--- src/hw/rtl/shsr_pkg.sv ---
// Shared types, constants and the microcode program of the step-halving square root.
`timescale 1ns / 1ps
`default_nettype none

package shsr_pkg;

    localparam int WORD_BITS_DEFAULT     = 32;
    localparam int FRACTION_BITS_DEFAULT = 16;

    localparam int          EPS_BITS  = 16;
    localparam logic [15:0] EPS_RESET = 16'd7;

    localparam int APB_ADDR_BITS = 3;
    localparam int APB_DATA_BITS = 32;

    // Register index as carried in paddr[2].
    localparam logic REG_EPSILON = 1'b0;

    localparam int PC_BITS = 3;
    typedef logic [PC_BITS-1:0] pc_t;

    localparam pc_t PC_IDLE     = 3'd0;
    localparam pc_t PC_SQUARE   = 3'd1;
    localparam pc_t PC_CHECK    = 3'd2;
    localparam pc_t PC_STEPTEST = 3'd3;
    localparam pc_t PC_WSQUARE  = 3'd4;
    localparam pc_t PC_WALK     = 3'd5;
    localparam pc_t PC_DONE     = 3'd6;

    typedef enum logic [2:0] {
        OP_NONE,
        OP_LOAD,
        OP_SQUARE,
        OP_SET_CONV,
        OP_CLR_CONV,
        OP_MOVE,
        OP_FLIP,
        OP_EMIT
    } op_t;

    typedef enum logic [2:0] {
        COND_ALWAYS,
        COND_IN_VALID,
        COND_WITHIN_TOL,
        COND_STEP_ZERO,
        COND_ON_SIDE,
        COND_OUT_FREE
    } cond_t;

    typedef struct packed {
        cond_t cond;
        op_t   op_true;
        op_t   op_false;
        pc_t   jump_true;
        pc_t   jump_false;
    } ucode_t;

    // Sequencer to datapath.
    typedef struct packed {
        op_t  op;
        logic idle;
    } ctrl_t;

    // Datapath to sequencer.
    typedef struct packed {
        logic within_tol;
        logic step_zero;
        logic on_side;
        logic out_free;
    } stat_t;

    // The program: one word per step, branch on the selected condition.
    function automatic ucode_t ucode_rom(pc_t pc);
        ucode_t w;
        unique case (pc)
            PC_IDLE:     w = '{COND_IN_VALID,   OP_LOAD,     OP_NONE,     PC_SQUARE,  PC_IDLE};
            PC_SQUARE:   w = '{COND_ALWAYS,     OP_SQUARE,   OP_NONE,     PC_CHECK,   PC_CHECK};
            PC_CHECK:    w = '{COND_WITHIN_TOL, OP_SET_CONV, OP_NONE,     PC_DONE,    PC_STEPTEST};
            PC_STEPTEST: w = '{COND_STEP_ZERO,  OP_CLR_CONV, OP_NONE,     PC_DONE,    PC_WSQUARE};
            PC_WSQUARE:  w = '{COND_ALWAYS,     OP_SQUARE,   OP_NONE,     PC_WALK,    PC_WALK};
            PC_WALK:     w = '{COND_ON_SIDE,    OP_MOVE,     OP_FLIP,     PC_WSQUARE, PC_SQUARE};
            PC_DONE:     w = '{COND_OUT_FREE,   OP_EMIT,     OP_NONE,     PC_IDLE,    PC_DONE};
            default:     w = '{COND_ALWAYS,     OP_NONE,     OP_NONE,     PC_IDLE,    PC_IDLE};
        endcase
        return w;
    endfunction

endpackage

`default_nettype wire

--- src/hw/rtl/shsr_if.sv ---
// Request channel interfaces for operands and results.
`timescale 1ns / 1ps
`default_nettype none

interface shsr_in_if
    import shsr_pkg::*;
#(
    parameter int WORD_BITS = WORD_BITS_DEFAULT
) ();
    logic                 valid;
    logic                 ready;
    logic [WORD_BITS-1:0] number;

    modport source (output valid, output number, input ready);
    modport sink   (input valid, input number, output ready);
endinterface

interface shsr_out_if
    import shsr_pkg::*;
#(
    parameter int WORD_BITS = WORD_BITS_DEFAULT
) ();
    logic                 valid;
    logic                 ready;
    logic [WORD_BITS-1:0] root;
    logic                 converged;

    modport source (output valid, output root, output converged, input ready);
    modport sink   (input valid, input root, input converged, output ready);
endinterface

`default_nettype wire

--- src/hw/rtl/shsr_apb_regs.sv ---
// APB configuration register block holding epsilon.
`timescale 1ns / 1ps
`default_nettype none

module shsr_apb_regs
    import shsr_pkg::*;
(
    input  wire logic                     clk,
    input  wire logic                     rst_n,
    input  wire logic                     psel,
    input  wire logic                     penable,
    input  wire logic                     pwrite,
    input  wire logic [APB_ADDR_BITS-1:0] paddr,
    input  wire logic [APB_DATA_BITS-1:0] pwdata,
    output logic      [APB_DATA_BITS-1:0] prdata,
    output logic                          pready,
    output logic      [EPS_BITS-1:0]      epsilon
);

    logic [EPS_BITS-1:0] eps_reg;
    logic [EPS_BITS-1:0] eps_next;
    logic                wr_hit;

    assign pready = 1'b1;
    assign wr_hit = psel && penable && pwrite && (paddr[2] == REG_EPSILON);

    always_comb
    begin
        eps_next = eps_reg;
        if (wr_hit)
        begin
            eps_next = pwdata[EPS_BITS-1:0];
        end
    end

    always_ff @(posedge clk or negedge rst_n)
    begin
        if (!rst_n)
        begin
            eps_reg <= EPS_RESET;
        end
        else
        begin
            eps_reg <= eps_next;
        end
    end

    always_comb
    begin
        prdata = '0;
        if (paddr[2] == REG_EPSILON)
        begin
            prdata = {{(APB_DATA_BITS-EPS_BITS){1'b0}}, eps_reg};
        end
    end

    assign epsilon = eps_reg;

endmodule

`default_nettype wire

--- src/hw/rtl/shsr_sequencer.sv ---
// Microcode sequencer: program counter, condition select and branch.
`timescale 1ns / 1ps
`default_nettype none

module shsr_sequencer
    import shsr_pkg::*;
(
    input  wire logic  clk,
    input  wire logic  rst_n,
    input  wire logic  in_valid,
    input  wire stat_t stat,
    output ctrl_t      ctrl
);

    pc_t    pc_reg;
    pc_t    pc_next;
    ucode_t word;
    logic   hit;

    assign word = ucode_rom(pc_reg);

    always_comb
    begin
        unique case (word.cond)
            COND_ALWAYS:     hit = 1'b1;
            COND_IN_VALID:   hit = in_valid;
            COND_WITHIN_TOL: hit = stat.within_tol;
            COND_STEP_ZERO:  hit = stat.step_zero;
            COND_ON_SIDE:    hit = stat.on_side;
            COND_OUT_FREE:   hit = stat.out_free;
            default:         hit = 1'b0;
        endcase
    end

    assign pc_next   = hit ? word.jump_true : word.jump_false;
    assign ctrl.op   = hit ? word.op_true : word.op_false;
    assign ctrl.idle = (pc_reg == PC_IDLE);

    always_ff @(posedge clk or negedge rst_n)
    begin
        if (!rst_n)
        begin
            pc_reg <= PC_IDLE;
        end
        else
        begin
            pc_reg <= pc_next;
        end
    end

endmodule

`default_nettype wire

--- src/hw/rtl/shsr_datapath.sv ---
// Datapath: root, step, direction, squarer, error compare and result register.
`timescale 1ns / 1ps
`default_nettype none

module shsr_datapath
    import shsr_pkg::*;
#(
    parameter int WORD_BITS     = WORD_BITS_DEFAULT,
    parameter int FRACTION_BITS = FRACTION_BITS_DEFAULT
) (
    input  wire logic                 clk,
    input  wire logic                 rst_n,
    input  wire ctrl_t                ctrl,
    input  wire logic [WORD_BITS-1:0] number,
    input  wire logic [EPS_BITS-1:0]  epsilon,
    input  wire logic                 out_ready,
    output stat_t                     stat,
    output logic                      out_valid,
    output logic      [WORD_BITS-1:0] out_root,
    output logic                      out_converged
);

    localparam int HALF_BITS = (WORD_BITS + FRACTION_BITS + 1) / 2;
    // Root must hold the square root of the target plus one overshoot of 1.0.
    localparam int ROOT_BITS = ((HALF_BITS > FRACTION_BITS) ? HALF_BITS : FRACTION_BITS) + 2;
    localparam int STEP_BITS = FRACTION_BITS + 1;
    localparam int SQ_BITS   = 2 * ROOT_BITS;
    localparam int TGT_BITS  = WORD_BITS + FRACTION_BITS;
    localparam int TOL_BITS  = EPS_BITS + FRACTION_BITS;
    localparam int CMP_BITS  = (SQ_BITS > TOL_BITS) ? SQ_BITS : TOL_BITS;
    localparam int SAT_BITS  = ((ROOT_BITS > WORD_BITS) ? ROOT_BITS : WORD_BITS) + 1;

    localparam logic [ROOT_BITS-1:0] ROOT_ONE = ROOT_BITS'(1) << FRACTION_BITS;
    localparam logic [STEP_BITS-1:0] STEP_ONE = STEP_BITS'(1) << FRACTION_BITS;
    localparam logic [SAT_BITS-1:0]  WORD_MAX = SAT_BITS'({WORD_BITS{1'b1}});

    logic [ROOT_BITS-1:0] root_reg;
    logic [ROOT_BITS-1:0] root_next;
    logic [STEP_BITS-1:0] step_reg;
    logic [STEP_BITS-1:0] step_next;
    logic                 down_reg;
    logic                 down_next;
    logic                 conv_reg;
    logic                 conv_next;
    logic [TGT_BITS-1:0]  target_reg;
    logic [TGT_BITS-1:0]  target_next;
    logic [TOL_BITS-1:0]  tol_reg;
    logic [TOL_BITS-1:0]  tol_next;
    logic [SQ_BITS-1:0]   sq_reg;
    logic [SQ_BITS-1:0]   sq_next;
    logic                 out_valid_reg;
    logic                 out_valid_next;
    logic [WORD_BITS-1:0] out_root_reg;
    logic [WORD_BITS-1:0] out_root_next;
    logic                 out_conv_reg;
    logic                 out_conv_next;

    logic [SQ_BITS-1:0]   target_ext;
    logic [ROOT_BITS-1:0] step_ext;
    logic [CMP_BITS-1:0]  err;
    logic [SAT_BITS-1:0]  root_sat;

    assign target_ext = SQ_BITS'(target_reg);
    assign step_ext   = ROOT_BITS'(step_reg);
    assign err        = (sq_reg >= target_ext) ? CMP_BITS'(sq_reg - target_ext)
                                               : CMP_BITS'(target_ext - sq_reg);
    assign root_sat   = SAT_BITS'(root_reg);

    assign stat.within_tol = (err <= CMP_BITS'(tol_reg));
    assign stat.step_zero  = (step_reg == '0);
    assign stat.on_side    = down_reg ? (sq_reg > target_ext) : (sq_reg < target_ext);
    assign stat.out_free   = !out_valid_reg;

    always_comb
    begin
        root_next      = root_reg;
        step_next      = step_reg;
        down_next      = down_reg;
        conv_next      = conv_reg;
        target_next    = target_reg;
        tol_next       = tol_reg;
        sq_next        = sq_reg;
        out_valid_next = out_valid_reg;
        out_root_next  = out_root_reg;
        out_conv_next  = out_conv_reg;

        if (out_valid_reg && out_ready)
        begin
            out_valid_next = 1'b0;
        end

        unique case (ctrl.op)
            OP_NONE:
            begin
            end
            OP_LOAD:
            begin
                root_next   = ROOT_ONE;
                step_next   = STEP_ONE;
                down_next   = 1'b0;
                target_next = TGT_BITS'(number) << FRACTION_BITS;
                tol_next    = TOL_BITS'(epsilon) << FRACTION_BITS;
            end
            OP_SQUARE:
            begin
                sq_next = SQ_BITS'(root_reg) * SQ_BITS'(root_reg);
            end
            OP_SET_CONV:
            begin
                conv_next = 1'b1;
            end
            OP_CLR_CONV:
            begin
                conv_next = 1'b0;
            end
            OP_MOVE:
            begin
                if (!down_reg)
                begin
                    root_next = root_reg + step_ext;
                end
                else if (root_reg >= step_ext)
                begin
                    root_next = root_reg - step_ext;
                end
                else
                begin
                    root_next = '0;
                end
            end
            OP_FLIP:
            begin
                down_next = !down_reg;
                step_next = step_reg >> 1;
            end
            OP_EMIT:
            begin
                out_valid_next = 1'b1;
                out_conv_next  = conv_reg;
                out_root_next  = (root_sat > WORD_MAX) ? {WORD_BITS{1'b1}}
                                                       : root_sat[WORD_BITS-1:0];
            end
            default:
            begin
            end
        endcase
    end

    always_ff @(posedge clk or negedge rst_n)
    begin
        if (!rst_n)
        begin
            root_reg      <= '0;
            step_reg      <= '0;
            down_reg      <= 1'b0;
            out_valid_reg <= 1'b0;
        end
        else
        begin
            root_reg      <= root_next;
            step_reg      <= step_next;
            down_reg      <= down_next;
            out_valid_reg <= out_valid_next;
        end
    end

    always_ff @(posedge clk)
    begin
        conv_reg     <= conv_next;
        target_reg   <= target_next;
        tol_reg      <= tol_next;
        sq_reg       <= sq_next;
        out_root_reg <= out_root_next;
        out_conv_reg <= out_conv_next;
    end

    assign out_valid     = out_valid_reg;
    assign out_root      = out_root_reg;
    assign out_converged = out_conv_reg;

    // A result is only written into an empty output register.
    a_emit_free: assert property (@(posedge clk) disable iff (!rst_n)
        (ctrl.op == OP_EMIT) |-> !out_valid_reg)
        else $error("result written over a pending result");

    // An upward move always grows the root.
    a_move_up: assert property (@(posedge clk) disable iff (!rst_n)
        (ctrl.op == OP_MOVE && !down_reg) |=> (root_reg > $past(root_reg)))
        else $error("upward move did not grow the root");

    // A direction flip halves the step.
    a_flip_halves: assert property (@(posedge clk) disable iff (!rst_n)
        (ctrl.op == OP_FLIP) |=> (step_reg == ($past(step_reg) >> 1)))
        else $error("step not halved at direction flip");

    // New operands are loaded only while the sequencer is idle.
    a_load_idle: assert property (@(posedge clk) disable iff (!rst_n)
        (ctrl.op == OP_LOAD) |-> ctrl.idle)
        else $error("operand loaded outside idle");

endmodule

`default_nettype wire

--- src/hw/rtl/step_halving_square_root_top.sv ---
// Top level of the step-halving square root: channels, APB registers, sequencer, datapath.
//
// Usage: operands arrive on in_ch (valid/ready request channel, field number, unsigned
// fixed point with FRACTION_BITS fraction bits); each request yields exactly one result
// on out_ch (fields root and converged) in the same format.
// Epsilon is written over the APB port at byte address 0; the user is bound to write it
// only while the block is idle, which the block itself does not enforce.
// Timing: one control word per cycle. Each pass of the search squares the root and
// checks the error, tests the step, then walks: each walk move squares and moves, and
// the walk ends with one more square and a direction flip that starts the next pass.
// An operand near the top of the Q16.16 range (root near 256.0) needs about 280 moves
// and 17 flips.
// in_ch.ready is high only while the sequencer is idle, so one item is in work at a time.
// The result sits in an output register; the next operand is accepted while it waits.
// If the receiver stalls with a result still held, a finished item waits in its final
// step until the register drains.
// Reset (rst_n, asynchronous, active low) empties the result register, returns the
// sequencer to idle and sets epsilon to 7.
`timescale 1ns / 1ps
`default_nettype none

module step_halving_square_root_top
    import shsr_pkg::*;
#(
    parameter int WORD_BITS     = WORD_BITS_DEFAULT,
    parameter int FRACTION_BITS = FRACTION_BITS_DEFAULT
) (
    input  wire logic                     clk,
    input  wire logic                     rst_n,
    shsr_in_if.sink                       in_ch,
    shsr_out_if.source                    out_ch,
    input  wire logic                     psel,
    input  wire logic                     penable,
    input  wire logic                     pwrite,
    input  wire logic [APB_ADDR_BITS-1:0] paddr,
    input  wire logic [APB_DATA_BITS-1:0] pwdata,
    output logic      [APB_DATA_BITS-1:0] prdata,
    output logic                          pready
);

    logic [EPS_BITS-1:0] epsilon;
    ctrl_t               ctrl;
    stat_t               stat;

    shsr_apb_regs u_regs (
        .clk     (clk),
        .rst_n   (rst_n),
        .psel    (psel),
        .penable (penable),
        .pwrite  (pwrite),
        .paddr   (paddr),
        .pwdata  (pwdata),
        .prdata  (prdata),
        .pready  (pready),
        .epsilon (epsilon)
    );

    shsr_sequencer u_seq (
        .clk      (clk),
        .rst_n    (rst_n),
        .in_valid (in_ch.valid),
        .stat     (stat),
        .ctrl     (ctrl)
    );

    shsr_datapath #(
        .WORD_BITS     (WORD_BITS),
        .FRACTION_BITS (FRACTION_BITS)
    ) u_dp (
        .clk           (clk),
        .rst_n         (rst_n),
        .ctrl          (ctrl),
        .number        (in_ch.number),
        .epsilon       (epsilon),
        .out_ready     (out_ch.ready),
        .stat          (stat),
        .out_valid     (out_ch.valid),
        .out_root      (out_ch.root),
        .out_converged (out_ch.converged)
    );

    assign in_ch.ready = ctrl.idle;

endmodule

`default_nettype wire

--- src/flat_wrapper.sv ---
// flat-port wrapper written by rule: the top's interface ports become plain ports
module step_halving_square_root_top_flat import shsr_pkg::*;
#(
    parameter int WORD_BITS     = WORD_BITS_DEFAULT,
    parameter int FRACTION_BITS = FRACTION_BITS_DEFAULT
)
  (clk, rst_n, psel, penable, pwrite, paddr, pwdata, prdata, pready, in_ch_valid, in_ch_number, in_ch_ready, out_ch_valid, out_ch_root, out_ch_converged, out_ch_ready);
  shsr_in_if #(.WORD_BITS(WORD_BITS)) in_ch_i ();
  shsr_out_if #(.WORD_BITS(WORD_BITS)) out_ch_i ();
  input  wire logic clk;
  input  wire logic rst_n;
  input  wire logic psel;
  input  wire logic penable;
  input  wire logic pwrite;
  input  wire logic [APB_ADDR_BITS-1:0] paddr;
  input  wire logic [APB_DATA_BITS-1:0] pwdata;
  output logic      [APB_DATA_BITS-1:0] prdata;
  output logic pready;
  input wire logic [$bits(in_ch_i.valid)-1:0] in_ch_valid;
  input wire logic [$bits(in_ch_i.number)-1:0] in_ch_number;
  output wire logic [$bits(in_ch_i.ready)-1:0] in_ch_ready;
  output wire logic [$bits(out_ch_i.valid)-1:0] out_ch_valid;
  output wire logic [$bits(out_ch_i.root)-1:0] out_ch_root;
  output wire logic [$bits(out_ch_i.converged)-1:0] out_ch_converged;
  input wire logic [$bits(out_ch_i.ready)-1:0] out_ch_ready;
  assign in_ch_i.valid = in_ch_valid;
  assign in_ch_i.number = in_ch_number;
  assign in_ch_ready = in_ch_i.ready;
  assign out_ch_valid = out_ch_i.valid;
  assign out_ch_root = out_ch_i.root;
  assign out_ch_converged = out_ch_i.converged;
  assign out_ch_i.ready = out_ch_ready;
  step_halving_square_root_top #(.WORD_BITS(WORD_BITS), .FRACTION_BITS(FRACTION_BITS)) u_core (.clk(clk), .rst_n(rst_n), .in_ch(in_ch_i), .out_ch(out_ch_i), .psel(psel), .penable(penable), .pwrite(pwrite), .paddr(paddr), .pwdata(pwdata), .prdata(prdata), .pready(pready));
endmodule
--- config.mk ---
export PLATFORM = sky130hd
export DESIGN_NAME = step_halving_square_root_top_flat
export DESIGN_NICKNAME = d
export VERILOG_FILES = /design/src/hw/rtl/shsr_pkg.sv /design/src/hw/rtl/shsr_if.sv /design/src/hw/rtl/shsr_apb_regs.sv /design/src/hw/rtl/shsr_sequencer.sv /design/src/hw/rtl/shsr_datapath.sv /design/src/hw/rtl/step_halving_square_root_top.sv /design/src/flat_wrapper.sv
export SDC_FILE = /design/constraint.sdc
export NUM_CORES = 2
export LEC_CHECK = 0
export ABC_AREA = 1
export BUFFER_PORTS_ARGS = -buffer_cell sky130_fd_sc_hd__clkbuf_2
export CELL_PAD_IN_SITES_DETAIL_PLACEMENT = 0
export CELL_PAD_IN_SITES_GLOBAL_PLACEMENT = 1
export CORE_UTILIZATION = 53
export DETAILED_ROUTE_END_ITERATION = 7
export PLACE_DENSITY = 0.92
export SETUP_SLACK_MARGIN = 0.2
export SYNTH_ARGS = -nofsm -noshare
export SYNTH_HDL_FRONTEND = slang
export SYNTH_SLANG_ARGS = --single-unit
--- constraint.sdc ---
create_clock -name clk -period 19.5 [get_ports clk]
set_input_delay 2.925 -clock clk [delete_from_list [all_inputs] [get_ports clk]]
set_output_delay 2.925 -clock clk [all_outputs]
set_load 0.01 [all_outputs]
==> run summary <==
EDFF count, synth: 127
Slowest stage delay, CP: 0.77 ns
Tmin final: 7.71 ns
CTS buffer count: 17
Reg2reg end: u_core.u_dp.sq_reg[49]
WHS: 0.431 ns
Ports: 142
Vias in the first global route: 28600
Routability Congestion: 0.981
Pin count of the biggest net entering global routing: 65
Largest register FFs: 51
Worst hold start: u_core.u_dp.conv_reg
Htree depth: 4
Core area: 64700 µm²
Final Cell Area: 36700 µm²
Pwr dens: 75.9 nW/µm²
Synth top area share: 0.298
Slew @ Worst Pin: 1.16 ns
Final Cycle Share: 0.395
Area grow syn2layout: 5.46%
Cell family with most CP delay: adder cells
Synth warn: 0
Synth area leaders: fa_1 (30%), inv_1 (13%), nand2_1 (12%), ha_1 (11%), edfxtp_1 (11%)
CTS tree: built
Vias per inst: 5.11
Highest clock rate: 130 MHz
Post-detail-place hpwl: 76300 µm
Final Hold Vio Count: 0
GR Overflow Total: 0
Clk_skew: 0.0330 ns
Vias: 27900
R2r worst-path depth: 25
Die width: 258 µm
Worst r2r src: u_core.u_dp.root_reg[17]
TNS Setup: 0 ns
Seq/Total Area, Yosys: 0.156
Commonest cells post-synth: inv_1 (1251), nand2_1 (1118), fa_1 (517)
Area of the die: 66700 µm²
Area leader, netlist: fa_1
Initial antenna violation count: 0
Total power: 2.78 mW
DP Worst Slack: 11.82 ns
Final setup viols: 0
Syn avg cell area: 7.64 µm²
Final ANT Viol Nets: 0
Ys async rst share: 0.335
Clk buf depth: 2
DR pass1 iterations: 6
PortBufs: 100
Buf+Inv Stages, Crit Path: 7
Headroom to the max-slew limit: 0.223
Resized cells post-CTS: 0
Clk root buf: clkbuf_16
Setup crit start kind: flip-flop
Row count: 93
TritonCTS Sinks: 191
Slew Limit Fails: 0
Leakage: 21.9 nW
CTS clk-pin slew, worst paths: 0.10 ns
HP Class: reg2reg
Die Span Y: 258 µm
CP Class: reg2reg
Dpl cells: 5424
Post-DP Area: 36000 µm²
Post-Layout Cell Count: 5456
Netlist Area Pre-Place: 34800 µm²
Register bit total from synthesis: 191
Hold Path End: u_core.u_dp.out_converged
CTS Hold Bufs: 0
RSZ-0062 raised after global routing: false
CP Data Required Time: 19.75 ns
Post-CTS setup buffers: 0
Setup slack after layout: 11.79 ns
Initial Utilization: 0.538
CP Capture Type: flip-flop
Gate Count Post-Synth: 4553
Slowest CP cell: dfrtp_1
Count of cell types in the netlist: 56
Final WL: 92400 µm
Clk Latency, worst-skew pair: 0.52 ns
Routed len/inst: 16.9 µm
Nets@finish: 5488
Total track usage: 0.287
DRC: 0
Global-route wire length before repair: 149000 µm
CP max FO: 23
Worst VDD drop: 0.0000911 V
Most used DFF post-synth: edfxtp_1
Worst Path Arrival: 7.96 ns
Reg2Reg Setup Slack: 11.79 ns
Status: complete, no violations
Share of post-route cells with drive strength above 1: 0.0452
Final core occ: 0.567
Most common cell on crit path: fa_1
WHS Path Cells: 0
Inserted Diodes: 0
Maxcap violations: 0
Cell with the most instances after synthesis: inv_1
Starting DRT DRC Count: 1811
-- worst register-to-register path, stage by stage, from the launching register on --
cell     delay [ns]
dfrtp_1        0.77
buf_4          0.45
nand2_1        0.16
fa_1           0.52
inv_1          0.05
fa_1           0.53
inv_1          0.06
fa_1           0.50
inv_1          0.06
fa_1           0.57
fa_1           0.45
fa_1           0.56
inv_1          0.07
fa_1           0.48
inv_1          0.05
ha_1           0.35
nand2_1        0.07
inv_1          0.09
nand2_1        0.08
nor3_1         0.29
nand2_1        0.09
o21ai_0        0.59
nand3_1        0.14
nand2_1        0.17
a31oi_1        0.14
xor2_1         0.16
-- worst max path at each step --
stage	depth (start not counted)	startpoint	end	slack, ns
2_1_floorplan	26	u_core.u_dp.target_reg[16]	u_core.u_dp.sq_reg[0]	11.55
3_3_place_gp	21	u_core.u_dp.root_reg[3]	u_core.u_dp.sq_reg[49]	11.88
3_5_place_dp	25	u_core.u_dp.root_reg[17]	u_core.u_dp.sq_reg[49]	11.82
4_1_cts	25	u_core.u_dp.root_reg[17]	u_core.u_dp.sq_reg[49]	11.80
5_1_grt	25	u_core.u_dp.root_reg[9]	u_core.u_dp.sq_reg[49]	11.44
6_report	25	u_core.u_dp.root_reg[17]	u_core.u_dp.sq_reg[49]	11.79
-- area by class of cell --
class / count / area [µm²]
clock buffers: 17 / 425
inverters: 1258 / 4720
clock inverters: 15 / 223
fillers: 6218 / 28000
flip-flops and latches: 191 / 5420
multi-input cells: 2990 / 24100
well taps: 855 / 1070
repair buffers: 130 / 728
-- report_power, final --
| part | internal [mW] | switching, mW | total (mW) |
|---|---|---|---|
| Clock | 0.182 | 0.215 | 0.397 |
| Sequential | 0.557 | 0.0829 | 0.640 |
| Combinational | 0.547 | 1.20 | 1.75 |
-- kinds of logic (layout without fill, tap and decap cells) --
logic type	after synthesis	after routing	synth area share
AND/OR/NAND/NOR	1651	1651	0.193
AO/OA/AOI/OAI	382	382	0.0608
buffers and inverters	1393	1420	0.154
flip-flops	191	191	0.156
XOR/XNOR	107	107	0.0269
adder cells (fa/ha/maj)	826	826	0.409
multiplexers	1	1	0.000288
other	2	23	0.000216
-- cells in the final DEF, fill, tap and decap left out, types with 8 or more instances in the layout --
| cell | n |
|---|---|
| nor2_1 | 279 |
| nand2_1 | 1118 |
| nand4_1 | 48 |
| nand3_1 | 129 |
| edfxtp_1 | 127 |
| a21oi_1 | 187 |
| fa_1 | 517 |
| nor3_1 | 27 |
| a21o_1 | 9 |
| nor2_2 | 8 |
| xor2_1 | 77 |
| o21bai_1 | 10 |
| o22ai_1 | 13 |
| clkbuf_16 | 17 |
| o21a_1 | 10 |
| ha_1 | 309 |
| nor4_1 | 11 |
| dfrtp_1 | 61 |
| inv_1 | 1250 |
| o21ai_0 | 107 |
| xnor2_1 | 30 |
| clkbuf_2 | 99 |
| a31oi_1 | 10 |
| nand2_2 | 9 |
| conb_1 | 23 |
| buf_4 | 31 |
-- per-layer routing --
layer / up-vias / wire length (µm) / GRT usage
li1: 13600 / - / -
met1: 13300 / 39900 / 0.373
met2: 831 / 44600 / 0.493
met3: 137 / 5040 / 0.0378
met4: 0 / 2790 / 0.0955
met5: - / 0 / 0
Power figures use the tool's default switching activity.
